## src/rtl/core/rslvl_pkg.sv

```systemverilog
package rslvl_pkg;

	// Field and register widths
	localparam int unsigned SAMPLE_W = 16;
	localparam int unsigned HALF_W   = SAMPLE_W - 1;
	localparam int unsigned SQ_W     = 2 * HALF_W - 1;   // (-2^14)^2 = 2^28 fits 29 bits
	localparam int unsigned SUM_W    = 40;
	localparam int unsigned ROOT_W   = SUM_W / 2;
	localparam int unsigned STEP_W   = $clog2(SUM_W);
	localparam int unsigned PAIRS_W  = 11;
	localparam int unsigned DVS_W    = PAIRS_W + 1;
	localparam int unsigned RETAIN_W = 16;
	localparam int unsigned LEVEL_W  = 16;
	localparam int unsigned OUT_W    = 15;
	localparam int unsigned CFG_IDX_W  = 2;
	localparam int unsigned CFG_DATA_W = 16;

	// Frame length limit and reset values
	localparam logic [PAIRS_W-1:0]  MAX_FRAME_PAIRS   = PAIRS_W'(1024);
	localparam logic [PAIRS_W-1:0]  FRAME_PAIRS_RESET = PAIRS_W'(256);
	localparam logic [RETAIN_W-1:0] RETAIN_RESET      = RETAIN_W'(60948);

	// Largest frame RMS; a larger root is clamped to this
	localparam logic [ROOT_W-1:0] RMS_LIMIT = ROOT_W'(16384);

	// Configuration register indexes
	localparam logic [CFG_IDX_W-1:0] CFG_FRAME_PAIRS = CFG_IDX_W'(0);
	localparam logic [CFG_IDX_W-1:0] CFG_RETAIN      = CFG_IDX_W'(1);

endpackage

```

## src/rtl/core/rslvl_lane.sv

```systemverilog
// One channel lane: halve the sample by arithmetic shift, square it, register.
module rslvl_lane (
	input  logic                                  clk,
	input  logic                                  load,
	input  logic signed [rslvl_pkg::SAMPLE_W-1:0] sample,
	output logic        [rslvl_pkg::SQ_W-1:0]     sq_s1
);

	logic signed [rslvl_pkg::HALF_W-1:0]  half;
	logic signed [2*rslvl_pkg::HALF_W-1:0] prod;

	assign half = rslvl_pkg::HALF_W'(sample >>> 1);
	assign prod = half * half;

	always_ff @(posedge clk) begin
		if (load) begin
			sq_s1 <= rslvl_pkg::SQ_W'(prod);
		end
	end

endmodule

```

## src/rtl/core/rslvl_merge.sv

```systemverilog
// Merge the two lane squares into the running frame sum (saturating).
module rslvl_merge (
	input  logic                          clk,
	input  logic                          arst_n,
	input  logic                          add_en,
	input  logic                          close,
	input  logic [rslvl_pkg::SQ_W-1:0]    sq_left,
	input  logic [rslvl_pkg::SQ_W-1:0]    sq_right,
	output logic [rslvl_pkg::SUM_W-1:0]   frame_sum
);

	logic [rslvl_pkg::SUM_W-1:0] sum_q;
	logic [rslvl_pkg::SUM_W:0]   wide_sum;

	assign wide_sum = {1'b0, sum_q} + (rslvl_pkg::SUM_W + 1)'(sq_left)
		+ (rslvl_pkg::SUM_W + 1)'(sq_right);
	assign frame_sum = wide_sum[rslvl_pkg::SUM_W] ? '1 : wide_sum[rslvl_pkg::SUM_W-1:0];

	always_ff @(posedge clk or negedge arst_n) begin
		if (!arst_n) begin
			sum_q <= '0;
		end else if (add_en) begin
			// drop the sum once the frame is handed to the divider
			sum_q <= close ? '0 : frame_sum;
		end
	end

endmodule

```

## src/rtl/core/rslvl_rootdiv.sv

```systemverilog
// Shared iterative unit: restoring divide (one quotient bit per cycle),
// then digit-by-digit integer square root of the quotient (two bits per cycle).
module rslvl_rootdiv (
	input  logic                          clk,
	input  logic                          arst_n,
	input  logic                          start,
	input  logic [rslvl_pkg::SUM_W-1:0]   dividend,
	input  logic [rslvl_pkg::DVS_W-1:0]   divisor,
	output logic                          done,
	output logic [rslvl_pkg::ROOT_W-1:0]  root
);

	typedef enum logic [2:0] {
		RD_IDLE = 3'b001,
		RD_DIV  = 3'b010,
		RD_SQRT = 3'b100
	} rd_state_t;

	localparam int unsigned SREM_W = rslvl_pkg::ROOT_W + 2;
	localparam int unsigned SSH_W  = SREM_W + 2;

	rd_state_t                         state_q;
	logic [rslvl_pkg::STEP_W-1:0]      step_q;
	logic                              done_q;
	logic [rslvl_pkg::SUM_W-1:0]       quo_q;
	logic [rslvl_pkg::DVS_W-1:0]       rem_q;
	logic [rslvl_pkg::DVS_W-1:0]       dvs_q;
	logic [SREM_W-1:0]                 srem_q;
	logic [rslvl_pkg::ROOT_W-1:0]      root_q;

	logic [rslvl_pkg::DVS_W:0] div_shift;
	logic [rslvl_pkg::DVS_W:0] div_diff;
	logic                      div_ge;
	logic [SSH_W-1:0]          sq_shift;
	logic [SSH_W-1:0]          sq_trial;
	logic [SSH_W-1:0]          sq_diff;
	logic                      sq_ge;

	always_comb begin
		div_shift = {rem_q, quo_q[rslvl_pkg::SUM_W-1]};
		div_ge    = div_shift >= {1'b0, dvs_q};
		div_diff  = div_shift - {1'b0, dvs_q};
		sq_shift  = {srem_q, quo_q[rslvl_pkg::SUM_W-1 -: 2]};
		sq_trial  = {2'b00, root_q, 2'b01};
		sq_ge     = sq_shift >= sq_trial;
		sq_diff   = sq_shift - sq_trial;
	end

	assign done = done_q;
	assign root = root_q;

	always_ff @(posedge clk or negedge arst_n) begin
		if (!arst_n) begin
			state_q <= RD_IDLE;
			step_q  <= '0;
			done_q  <= 1'b0;
		end else begin
			done_q <= 1'b0;
			unique case (state_q)
				RD_IDLE: begin
					if (start) begin
						state_q <= RD_DIV;
						step_q  <= '0;
					end
				end
				RD_DIV: begin
					if (step_q == rslvl_pkg::STEP_W'(rslvl_pkg::SUM_W - 1)) begin
						state_q <= RD_SQRT;
						step_q  <= '0;
					end else begin
						step_q <= step_q + 1'b1;
					end
				end
				RD_SQRT: begin
					if (step_q == rslvl_pkg::STEP_W'(rslvl_pkg::ROOT_W - 1)) begin
						state_q <= RD_IDLE;
						done_q  <= 1'b1;
					end else begin
						step_q <= step_q + 1'b1;
					end
				end
				default: begin
					state_q <= RD_IDLE;
				end
			endcase
		end
	end

	always_ff @(posedge clk) begin
		unique case (state_q)
			RD_IDLE: begin
				if (start) begin
					quo_q <= dividend;
					rem_q <= '0;
					dvs_q <= divisor;
				end
			end
			RD_DIV: begin
				quo_q <= {quo_q[rslvl_pkg::SUM_W-2:0], div_ge};
				rem_q <= div_ge ? div_diff[rslvl_pkg::DVS_W-1:0]
					: div_shift[rslvl_pkg::DVS_W-1:0];
				if (step_q == rslvl_pkg::STEP_W'(rslvl_pkg::SUM_W - 1)) begin
					srem_q <= '0;
					root_q <= '0;
				end
			end
			RD_SQRT: begin
				quo_q  <= {quo_q[rslvl_pkg::SUM_W-3:0], 2'b00};
				srem_q <= sq_ge ? sq_diff[SREM_W-1:0] : sq_shift[SREM_W-1:0];
				root_q <= {root_q[rslvl_pkg::ROOT_W-2:0], sq_ge};
			end
			default: begin
				quo_q <= quo_q;
			end
		endcase
	end

endmodule

```

## src/rtl/core/stereo_rms_level_smoother_unit.sv

```systemverilog
// Channel  | Handshake             | Payload
// ---------+-----------------------+----------------------------------------
// in       | in_valid / in_ready   | left_sample, right_sample (signed Q1.15)
// out      | out_valid / out_ready | frame_rms, smoothed_level (Q0.15)
// cfg      | cfg_valid / cfg_ready | cfg_index, cfg_data
//
// Inside a frame one stereo pair is taken per cycle; the two lanes square the
// halved samples and the merge stage adds them to the sum. The closing pair then
// passes merge, 40 divide and 20 root steps, root handoff and two smoothing steps.
// A waiting result holds in the output register; pairs are still taken, but the
// next frame close holds in the smoothing stage until that result is drained.
// Reset clears sum, count and level and loads register defaults; cfg_ready is high.
module stereo_rms_level_smoother_unit (
	input  logic                                    clk,
	input  logic                                    arst_n,

	input  logic                                    in_valid,
	output logic                                    in_ready,
	input  logic signed [rslvl_pkg::SAMPLE_W-1:0]   left_sample,
	input  logic signed [rslvl_pkg::SAMPLE_W-1:0]   right_sample,

	output logic                                    out_valid,
	input  logic                                    out_ready,
	output logic        [rslvl_pkg::OUT_W-1:0]      frame_rms,
	output logic        [rslvl_pkg::OUT_W-1:0]      smoothed_level,

	input  logic                                    cfg_valid,
	output logic                                    cfg_ready,
	input  logic        [rslvl_pkg::CFG_IDX_W-1:0]  cfg_index,
	input  logic        [rslvl_pkg::CFG_DATA_W-1:0] cfg_data
);

	// Frame-end sequencing
	typedef enum logic [3:0] {
		T_IDLE = 4'b0001,   // taking pairs
		T_CALC = 4'b0010,   // divide and root running
		T_MUL  = 4'b0100,   // smoothing products
		T_ADD  = 4'b1000    // round, update level, load output
	} top_state_t;

	top_state_t                          state_q;

	// Configuration registers
	logic [rslvl_pkg::PAIRS_W-1:0]       frame_pairs_q;
	logic [rslvl_pkg::RETAIN_W-1:0]      retain_q;

	// Frame bookkeeping
	logic [rslvl_pkg::PAIRS_W-1:0]       pair_count_q;
	logic [rslvl_pkg::PAIRS_W-1:0]       pairs_eff;
	logic [rslvl_pkg::PAIRS_W-1:0]       count_next;
	logic                                close_now;
	logic                                in_take;

	// Lane stage
	logic                                valid_s1;
	logic                                close_s1;
	logic [rslvl_pkg::SQ_W-1:0]          sq_left_s1;
	logic [rslvl_pkg::SQ_W-1:0]          sq_right_s1;

	// Merge and shared unit
	logic [rslvl_pkg::SUM_W-1:0]         frame_sum;
	logic                                rd_start;
	logic                                rd_done;
	logic [rslvl_pkg::ROOT_W-1:0]        rd_root;

	// Smoothing
	logic [rslvl_pkg::OUT_W-1:0]         rms_q;
	logic [rslvl_pkg::LEVEL_W-1:0]       level_q;
	logic [2*rslvl_pkg::RETAIN_W-1:0]    prod_old_q;
	logic [2*rslvl_pkg::RETAIN_W-1:0]    prod_new_q;
	logic [rslvl_pkg::RETAIN_W:0]        weight_new;
	logic [rslvl_pkg::RETAIN_W:0]        weight_left;
	logic [2*rslvl_pkg::RETAIN_W:0]      smooth_sum;
	logic [rslvl_pkg::LEVEL_W-1:0]       level_next;

	// Output register
	logic                                out_valid_q;
	logic [rslvl_pkg::OUT_W-1:0]         frame_rms_q;
	logic [rslvl_pkg::OUT_W-1:0]         smoothed_q;
	logic                                out_free;

	// Clamp the frame length: zero acts as one, above the maximum acts as it.
	always_comb begin
		if (frame_pairs_q == '0) begin
			pairs_eff = rslvl_pkg::PAIRS_W'(1);
		end else if (frame_pairs_q > rslvl_pkg::MAX_FRAME_PAIRS) begin
			pairs_eff = rslvl_pkg::MAX_FRAME_PAIRS;
		end else begin
			pairs_eff = frame_pairs_q;
		end
	end

	// The count wraps at its width; a wrap also closes the frame, as does a
	// count already past a lowered frame length.
	assign count_next = pair_count_q + 1'b1;
	assign close_now  = (count_next >= pairs_eff) || (count_next == '0);

	// Hold off new pairs while a frame close is in the merge stage or the
	// shared unit and smoothing stages are busy.
	assign in_ready = (state_q == T_IDLE) && !(valid_s1 && close_s1);
	assign in_take  = in_valid && in_ready;
	assign rd_start = valid_s1 && close_s1;

	assign cfg_ready = 1'b1;

	// Configuration writes; unknown indexes are ignored.
	always_ff @(posedge clk or negedge arst_n) begin
		if (!arst_n) begin
			frame_pairs_q <= rslvl_pkg::FRAME_PAIRS_RESET;
			retain_q      <= rslvl_pkg::RETAIN_RESET;
		end else if (cfg_valid && cfg_ready) begin
			unique case (cfg_index)
				rslvl_pkg::CFG_FRAME_PAIRS: frame_pairs_q <= cfg_data[rslvl_pkg::PAIRS_W-1:0];
				rslvl_pkg::CFG_RETAIN:      retain_q      <= cfg_data[rslvl_pkg::RETAIN_W-1:0];
				default: begin
					frame_pairs_q <= frame_pairs_q;
				end
			endcase
		end
	end

	// Pair count and lane-stage control
	always_ff @(posedge clk or negedge arst_n) begin
		if (!arst_n) begin
			pair_count_q <= '0;
			valid_s1     <= 1'b0;
			close_s1     <= 1'b0;
		end else begin
			valid_s1 <= in_take;
			if (in_take) begin
				close_s1     <= close_now;
				pair_count_q <= close_now ? '0 : count_next;
			end
		end
	end

	// Two lanes, one per channel
	rslvl_lane u_lane_left (
		.clk    (clk),
		.load   (in_take),
		.sample (left_sample),
		.sq_s1  (sq_left_s1)
	);

	rslvl_lane u_lane_right (
		.clk    (clk),
		.load   (in_take),
		.sample (right_sample),
		.sq_s1  (sq_right_s1)
	);

	// Combine the lane results into the frame sum
	rslvl_merge u_merge (
		.clk       (clk),
		.arst_n    (arst_n),
		.add_en    (valid_s1),
		.close     (close_s1),
		.sq_left   (sq_left_s1),
		.sq_right  (sq_right_s1),
		.frame_sum (frame_sum)
	);

	// mean = sum / (2 * pairs), then integer root of the mean
	rslvl_rootdiv u_rootdiv (
		.clk      (clk),
		.arst_n   (arst_n),
		.start    (rd_start),
		.dividend (frame_sum),
		.divisor  ({pairs_eff, 1'b0}),
		.done     (rd_done),
		.root     (rd_root)
	);

	// Smoothing arithmetic: level = (r*old + (65536-r)*rms + half) >> 16
	assign weight_new  = (rslvl_pkg::RETAIN_W + 1)'(1) << rslvl_pkg::RETAIN_W;
	assign weight_left = weight_new - {1'b0, retain_q};
	assign smooth_sum = {1'b0, prod_old_q} + {1'b0, prod_new_q}
		+ ((2 * rslvl_pkg::RETAIN_W + 1)'(1) << (rslvl_pkg::RETAIN_W - 1));
	assign level_next = smooth_sum[2*rslvl_pkg::RETAIN_W-1 -: rslvl_pkg::LEVEL_W];

	assign out_free = !out_valid_q || out_ready;

	// Frame-end sequencer and level state
	always_ff @(posedge clk or negedge arst_n) begin
		if (!arst_n) begin
			state_q     <= T_IDLE;
			level_q     <= '0;
			out_valid_q <= 1'b0;
		end else begin
			if (out_valid_q && out_ready) begin
				out_valid_q <= 1'b0;
			end
			unique case (state_q)
				T_IDLE: begin
					if (rd_start) begin
						state_q <= T_CALC;
					end
				end
				T_CALC: begin
					if (rd_done) begin
						state_q <= T_MUL;
					end
				end
				T_MUL: begin
					state_q <= T_ADD;
				end
				T_ADD: begin
					// hold until the previous result has been taken
					if (out_free) begin
						level_q     <= level_next;
						out_valid_q <= 1'b1;
						state_q     <= T_IDLE;
					end
				end
				default: begin
					state_q <= T_IDLE;
				end
			endcase
		end
	end

	// Smoothing datapath and output payload
	always_ff @(posedge clk) begin
		if ((state_q == T_CALC) && rd_done) begin
			rms_q <= (rd_root > rslvl_pkg::RMS_LIMIT)
				? rslvl_pkg::OUT_W'(rslvl_pkg::RMS_LIMIT)
				: rd_root[rslvl_pkg::OUT_W-1:0];
		end
		if (state_q == T_MUL) begin
			prod_old_q <= retain_q * level_q;
			prod_new_q <= (2 * rslvl_pkg::RETAIN_W)'(weight_left)
				* (2 * rslvl_pkg::RETAIN_W)'(rms_q);
		end
		if ((state_q == T_ADD) && out_free) begin
			frame_rms_q <= rms_q;
			smoothed_q  <= level_next[rslvl_pkg::OUT_W-1:0];
		end
	end

	assign out_valid      = out_valid_q;
	assign frame_rms      = frame_rms_q;
	assign smoothed_level = smoothed_q;

endmodule

```

## config.mk

```make
export PLATFORM = sky130hd
export DESIGN_NAME = stereo_rms_level_smoother_unit
export DESIGN_NICKNAME = d
export VERILOG_FILES = /design/src/rtl/core/rslvl_pkg.sv /design/src/rtl/core/rslvl_lane.sv /design/src/rtl/core/rslvl_merge.sv /design/src/rtl/core/rslvl_rootdiv.sv /design/src/rtl/core/stereo_rms_level_smoother_unit.sv
export SDC_FILE = /design/constraint.sdc
export NUM_CORES = 2
export LEC_CHECK = 0
export BUFFER_PORTS_ARGS = -buffer_cell sky130_fd_sc_hd__buf_2
export CORE_ASPECT_RATIO = 1.75
export CORE_MARGIN = 3
export CORE_UTILIZATION = 50
export CTS_CLUSTER_DIAMETER = 40
export DETAILED_ROUTE_END_ITERATION = 6
export PLACE_DENSITY = 0.77
export RECOVER_POWER = 50
export SYNTH_ARGS = -nofsm -noshare
export SYNTH_HDL_FRONTEND = slang
export SYNTH_SLANG_ARGS = --single-unit
```

## constraint.sdc

```tcl
create_clock -name clk -period 8.7 [get_ports clk]
set_input_delay 1.74 -clock clk [delete_from_list [all_inputs] [get_ports clk]]
set_output_delay 1.74 -clock clk [all_outputs]
set_load 0.01 [all_outputs]
```

# Word-level counts from Yosys, hierarchy flattened
# Index checks and enable logic that the tools add are counted.
[totals]
register_bits = 383
input_bits = 55
out_inout_bits = 33
wordCells = 117
[op_classes]
addsub = 9
multipliers = 4
order_cmp = 5
eq_ne = 17
n_mux = 32
n_reduce_logical = 26
[ops]
columns = ["operator", "count"]
rows = [
  ["$mux W40", 3],
  ["$pmux W40 S3", 1],
  ["$mul A15 B15 Y29", 2],
  ["$mux W22", 2],
  ["$pmux W22 S2", 1],
  ["$add A40 B29 Y41", 1],
  ["$add A41 B29 Y41", 1],
  ["$pmux W20 S2", 1],
  ["$mux W11", 3],
  ["$add A32 B16 Y32 const B", 1],
  ["$add A32 B32 Y32", 1],
  ["$mul A16 B16 Y32", 1],
  ["$mul A17 B15 Y32", 1],
  ["$ge A24 B22 Y1", 1],
  ["$mux W12", 2],
  ["$pmux W12 S2", 1],
  ["$logic_not A11 Y1", 2],
  ["$sub A22 B22 Y22", 1],
  ["$gt A20 B15 Y1 const B", 1],
  ["$mux W20", 1],
  ["$mux W6", 3],
  ["$pmux W6 S3", 1],
  ["$sub A17 B16 Y17 const A", 1],
  ["$pmux W4 S4", 1],
  ["30 further kinds", 59],
]

# Depth between registers and ports, before layout
[depth]
ltp_word = 6
ltp_mapped = 32
depth_no_buf = 30

# By module
# From an unflattened synthesis, not the netlist that was laid out.
[hier_totals]
hier_cells = 5577
area_unflattened_um2 = 53309.9
[by_module_without_submodules]
columns = ["mod", "n_inst", "cells_per_inst", "area_per_inst_um2", "seq_area_each_um2"]
rows = [
  ["stereo_rms_level_smoother_unit", 1, 2669, 25435.6, 4812.1],
  ["rslvl_lane", 2, 877, 8445.6, 840.8],
  ["rslvl_rootdiv", 1, 681, 6708.9, 3434.5],
  ["rslvl_merge", 1, 473, 4274.1, 1001.0],
]

# Least setup slack after synthesis
# OpenSTA, ideal clock, no wires.
[synth_path]
path_kind = "input to register"
from = "in left_sample[10] in the netlist's numbering"
to = "reg u_lane_left.sq_s1[28] in the netlist's numbering, data pin"
setup_ns = 0.260
t_arrival_ns = 7.420
t_required_ns = 8.440
slack_ns = 1.020
path_stages = 22
n_path_buf = 1
path_cell_list = "clkbuf_1 > nand2_1 > fa_1 > inv_1 > fa_1 > fa_1 > fa_1 > inv_1 > fa_1 > inv_1 > fa_1 > ha_1 > a21o_1 > a21o_1 > a21oi_1 > o31ai_1 > a31o_2 > o21a_1 > or3_1 > a41o_1 > a21oi_1 > xnor2_1"
[synth_between]
elab_chain_len = 1
[synth_lines]
columns = ["item", "line_no", "rtl"]
rows = [
  ["start: declaration", "stereo_rms_level_smoother_unit.sv:19", "input logic signed [rslvl_pkg::SAMPLE_W-1:0] left_sample,"],
  ["$mul A15 B15 Y29", "rslvl_lane.sv:13", "assign prod = half * half;"],
  ["net u_lane_left.prod (one bit)", "rslvl_lane.sv:10", "logic signed [2*rslvl_pkg::HALF_W-1:0] prod;"],
  ["end signal: assignment", "rslvl_lane.sv:17", "sq_s1 <= rslvl_pkg::SQ_W'(prod);"],
  ["end: declaration", "rslvl_lane.sv:6", "output logic [rslvl_pkg::SQ_W-1:0] sq_s1"],
]
# The timed path passes the listed nets, and every way through them passes these cells.
# A chain may end at the register's enable or synchronous reset.

# Worst setup path in the final report
[layout_path]
from = "reg retain_q[4] in the netlist's numbering"
to = "reg prod_new_q[31] in the netlist's numbering, data pin"
[layout_between]
elab_chain_len = 2
[layout_lines]
columns = ["item", "line_no", "rtl"]
rows = [
  ["start: declaration", "stereo_rms_level_smoother_unit.sv:45", "logic [rslvl_pkg::RETAIN_W-1:0] retain_q;"],
  ["start signal: assignment", "stereo_rms_level_smoother_unit.sv:110", "retain_q <= rslvl_pkg::RETAIN_RESET;"],
  ["start signal: assignment", "stereo_rms_level_smoother_unit.sv:114", "rslvl_pkg::CFG_RETAIN: retain_q <= cfg_data[rslvl_pkg::RETAIN_W-1:0];"],
  ["$sub A17 B16 Y17", "stereo_rms_level_smoother_unit.sv:176", "assign weight_left = weight_new - {1'b0, retain_q};"],
  ["$mul A17 B15 Y32", "stereo_rms_level_smoother_unit.sv:232", "* (2 * rslvl_pkg::RETAIN_W)'(rms_q);"],
  ["end signal: assignment", "stereo_rms_level_smoother_unit.sv:231", "prod_new_q <= (2 * rslvl_pkg::RETAIN_W)'(weight_left)"],
  ["end: declaration", "stereo_rms_level_smoother_unit.sv:70", "logic [2*rslvl_pkg::RETAIN_W-1:0] prod_new_q;"],
]
# No other way between the ends.

==> out/summary.txt <==
Final Critical Period: 8.04 ns
Y dimension of the die: 430 um
Required time at the endpoint of the critical path: 9.03 ns
Number of clock buffers inserted by TritonCTS: 47
Number of buffers added for setup after CTS: 0
Pre-CTS WS: 0.539 ns
Number of hold violations in the final report: 0
Global-route wire length before repair: 197 mm
Number of levels in the clock H-tree: 2
Arrival time worst endpoint: 8.37 ns
Antenna-violating nets left: 0
Leakage power figure: 0.0266 uW
Count of nets after finishing: 6,579
Comb power frac: 0.725
First DRT Iteration DRCs: 1,751
Clock transition at the registers of the reported paths: 0.07 ns
Portion of total power attributed to sequential cells: 0.174
Core Region: 101,000 um^2
Yosys reg bits: 381
DRC errors left: 0
Total of fill cells in the finished design: 8,820
Layout overhead on the synthesized area: 6.48%
Final clock skew: 0.0297 ns
HPWL after detailed placement: 96.3 mm
RSZ-0062 raised after global routing: no
Most frequent cell after synthesis: sky130_fd_sc_hd__inv_1
Hold/Removal Path Class: reg -> reg
CP max stage delay: 0.55 ns
Main flop type after synthesis: sky130_fd_sc_hd__edfxtp_1
Startpoint types: flop
Post-synth design cell area: 51,300 um^2
Share of flip-flops with an asynchronous set or reset after synthesis: 0.291
Violated checks: capacitance limit, slew limit
Hold buffer count at CTS: 0
Worst vdd rail ir drop: 0.694 mV
Number of antenna violations at the first check in global routing: 1
Initial cell density of the core: 0.507
Wire per inst: 18.1 um
Clock tree from TritonCTS: done
Number of failing setup endpoints in the final timing report: 0
Total count of max-transition violations in the final report: 481
Grt ovf: 0
Layout cell share with drive strength beyond 1: 0.0471
Transition time of the tightest slew-check pin: 3.71 ns
Global router's overall resource usage: 0.232
Clock insertion delay at the later pin of the skew report: 0.61 ns
Highest-delay cell along the critical path: sky130_fd_sc_hd__fa_1
Least setup slack across all paths after layout: 0.657 ns
Number of global-route vias before repair: 40,546
Chip Width: 248 um
Number of flops mapped to enable cells by yosys: 270
Largest net degree at the start of global routing: 65
Post-route clock period utilization: 0.925
Die outline area: 107,000 um^2
Most frequent cell on the critical path: sky130_fd_sc_hd__fa_1
Clk sink count: 381
Distinct cells, synth: 89
Sequential element share of the synthesized area: 0.213
Ranking of synthesized cells by instance count: 1,105 x sky130_fd_sc_hd__inv_1, 805 x sky130_fd_sc_hd__fa_1, 529 x sky130_fd_sc_hd__nand2_1
Switch Pwr: 9520 uW
Type of the worst setup path: reg -> reg
Switching power as a share of total power: 0.480
Yosys warnings: 0
Mean post-synth cell area: 9.81 um^2
PortBufs: 84
Drt via density: 5.52
TritonRoute pass-1 iters: 6
Internal Pwr Total: 10,300 uW
Via Count: 36,399
Power per cell area: 363 nW/um^2
Final sum of negative setup slack: 0 ns
Max-Slew Margin vs Limit: -1.48
Biggest fanout along the worst timing path: 5
Synthesized instance count: 5,226
Gpl congestion: 0.920
Crit end category: flop
Top-area cell type share of the netlist area: 0.314
Biggest area contributors in the synthesized netlist: sky130_fd_sc_hd__fa_1 31%, sky130_fd_sc_hd__edfxtp_1 16%, sky130_fd_sc_hd__ha_1 12%
Root Buffer: sky130_fd_sc_hd__clkbuf_16
DRT Wirelength: 120 mm
Site row count: 154
Max frequency: 124 MHz
Setup slack of the most critical reg-to-reg path: 0.66 ns
Post-cts gate resize count: 0
Boundary Pins: 88
Clock power frac: 0.102
Result of the run: finished with violations
Maximum number of buffers from clock root to sink: 3
Maximum Capacitance Violations: 10
Synth area leader: sky130_fd_sc_hd__fa_1
[power by group through the flow]
| stage | Clock [uW] | Combinational [uW] | Sequential (uW) |
|---|---|---|---|
| after global placement | 0 | 13900 | 3460 |
| after floorplan | 0 | 10900 | 3340 |
| after global routing | 2120 | 16300 | 3490 |
| after detailed placement | 0 | 14300 | 3470 |
| after CTS | 2050 | 14400 | 3440 |
| final | 2010 | 14400 | 3450 |
[layout make-up]
cell class,count,area (um^2),share of cell area
multi-input combinational,3561,35600,0.651
sequential,381,10900,0.200
antenna,1,2.50,0.0000458
clock inverter,31,373,0.00683
inverter,1106,4150,0.0760
timing repair buffer,131,703,0.0129
clock buffer,56,1250,0.0229
tap,1326,1660,0.0304
[critical path, delay by kind of cell (launching register included)]
kind	cells	cell delay, ns
AO/OA/AOI/OAI	7	1.42
buffers and inverters	4	0.24
XOR/XNOR	2	0.29
flip-flops	1	0.37
adder cells (fa/ha/maj)	7	3.41
AND/OR/NAND/NOR	9	2.04
[sequential cells by signal (all words and copies together) (netlist names), 6 cells and up]
name	flops
rms_q	15
u_rootdiv.dvs_q	11
smoothed_level	15
u_lane_right.sq_s1	28
u_rootdiv.rem_q	12
u_rootdiv.quo_q	40
pair_count_q	11
prod_old_q	32
frame_pairs_q	11
retain_q	16
level_q	16
u_lane_left.sq_s1	28
u_rootdiv.step_q	6
u_rootdiv.root	20
prod_new_q	32
u_rootdiv.srem_q	22
frame_rms	15
u_merge.sum_q	40
[through the flow]
step | instances | total power, uW | cell area (um^2) | hold WS, ns | util
after detailed placement | 6505 | 17800 | 53100 | 0.486 | 0.524
after global placement | 6505 | 17400 | 53100 | 0.477 | 0.524
after global routing | 6592 | 21900 | 54600 | 0.510 | 0.540
final | 6593 | 19800 | 54600 | 0.497 | 0.540
after CTS | 6592 | 19900 | 54700 | 0.497 | 0.541
after floorplan | 5227 | 14300 | 51300 | 0.424 | -
[cells in the final DEF (no fill, tap or decap), drive strengths merged, types with 35 or more instances in the layout]
master and instances:
inv 1114, fa 805, nand2 529, ha 491, and2 357, edfxtp 270, nor2 184, a21oi 174
xnor2 158, o21ai 139, dfrtp 100, clkbuf 96, buf 91, a21o 74, xor2 51, nand3 48
nor3 40, a22oi 39, nor2b 35
[logic make-up (layout without fill, tap and decap cells)]
kind of cell	after synthesis	after routing	synth area share
fa+ha+maj	1296	1296	0.434
buf+inv	1285	1324	0.0945
simple gates	1351	1351	0.130
flops	381	381	0.213
compound gates	652	652	0.0829
mux	50	50	0.0105
other cells	2	4	0.000146
xor+xnor	209	209	0.0357
[worst paths after layout]
check	endpoint	start	depth (start not counted)
worst max-delay path	prod_new_q[31]$_DFFE_PP_	retain_q[4]$_DFFE_PN1P_	29
worst min-delay path	state_q[1]$_DFFE_PN0P_	state_q[2]$_DFFE_PN0P_	1
worst max register to register	prod_new_q[31]$_DFFE_PP_	retain_q[4]$_DFFE_PN1P_	29
worst min register to register	state_q[1]$_DFFE_PN0P_	state_q[2]$_DFFE_PN0P_	1
max in group asynchronous	u_rootdiv.done$_DFF_PN0_	arst_n	2
min in group asynchronous	level_q[8]$_DFFE_PN0P_	arst_n	1
[routing by layer]
metal | share of wire | GRT usage | vias to the layer above
met3 | 0.037 | 0.0231 | 454
met5 | 0 | 0 | -
met1 | 0.32 | 0.223 | 18446
met2 | 0.57 | 0.459 | 953
li1 | - | - | 16546
met4 | 0.072 | 0.147 | 0
No activity file was read; power rests on OpenSTA's default activity.
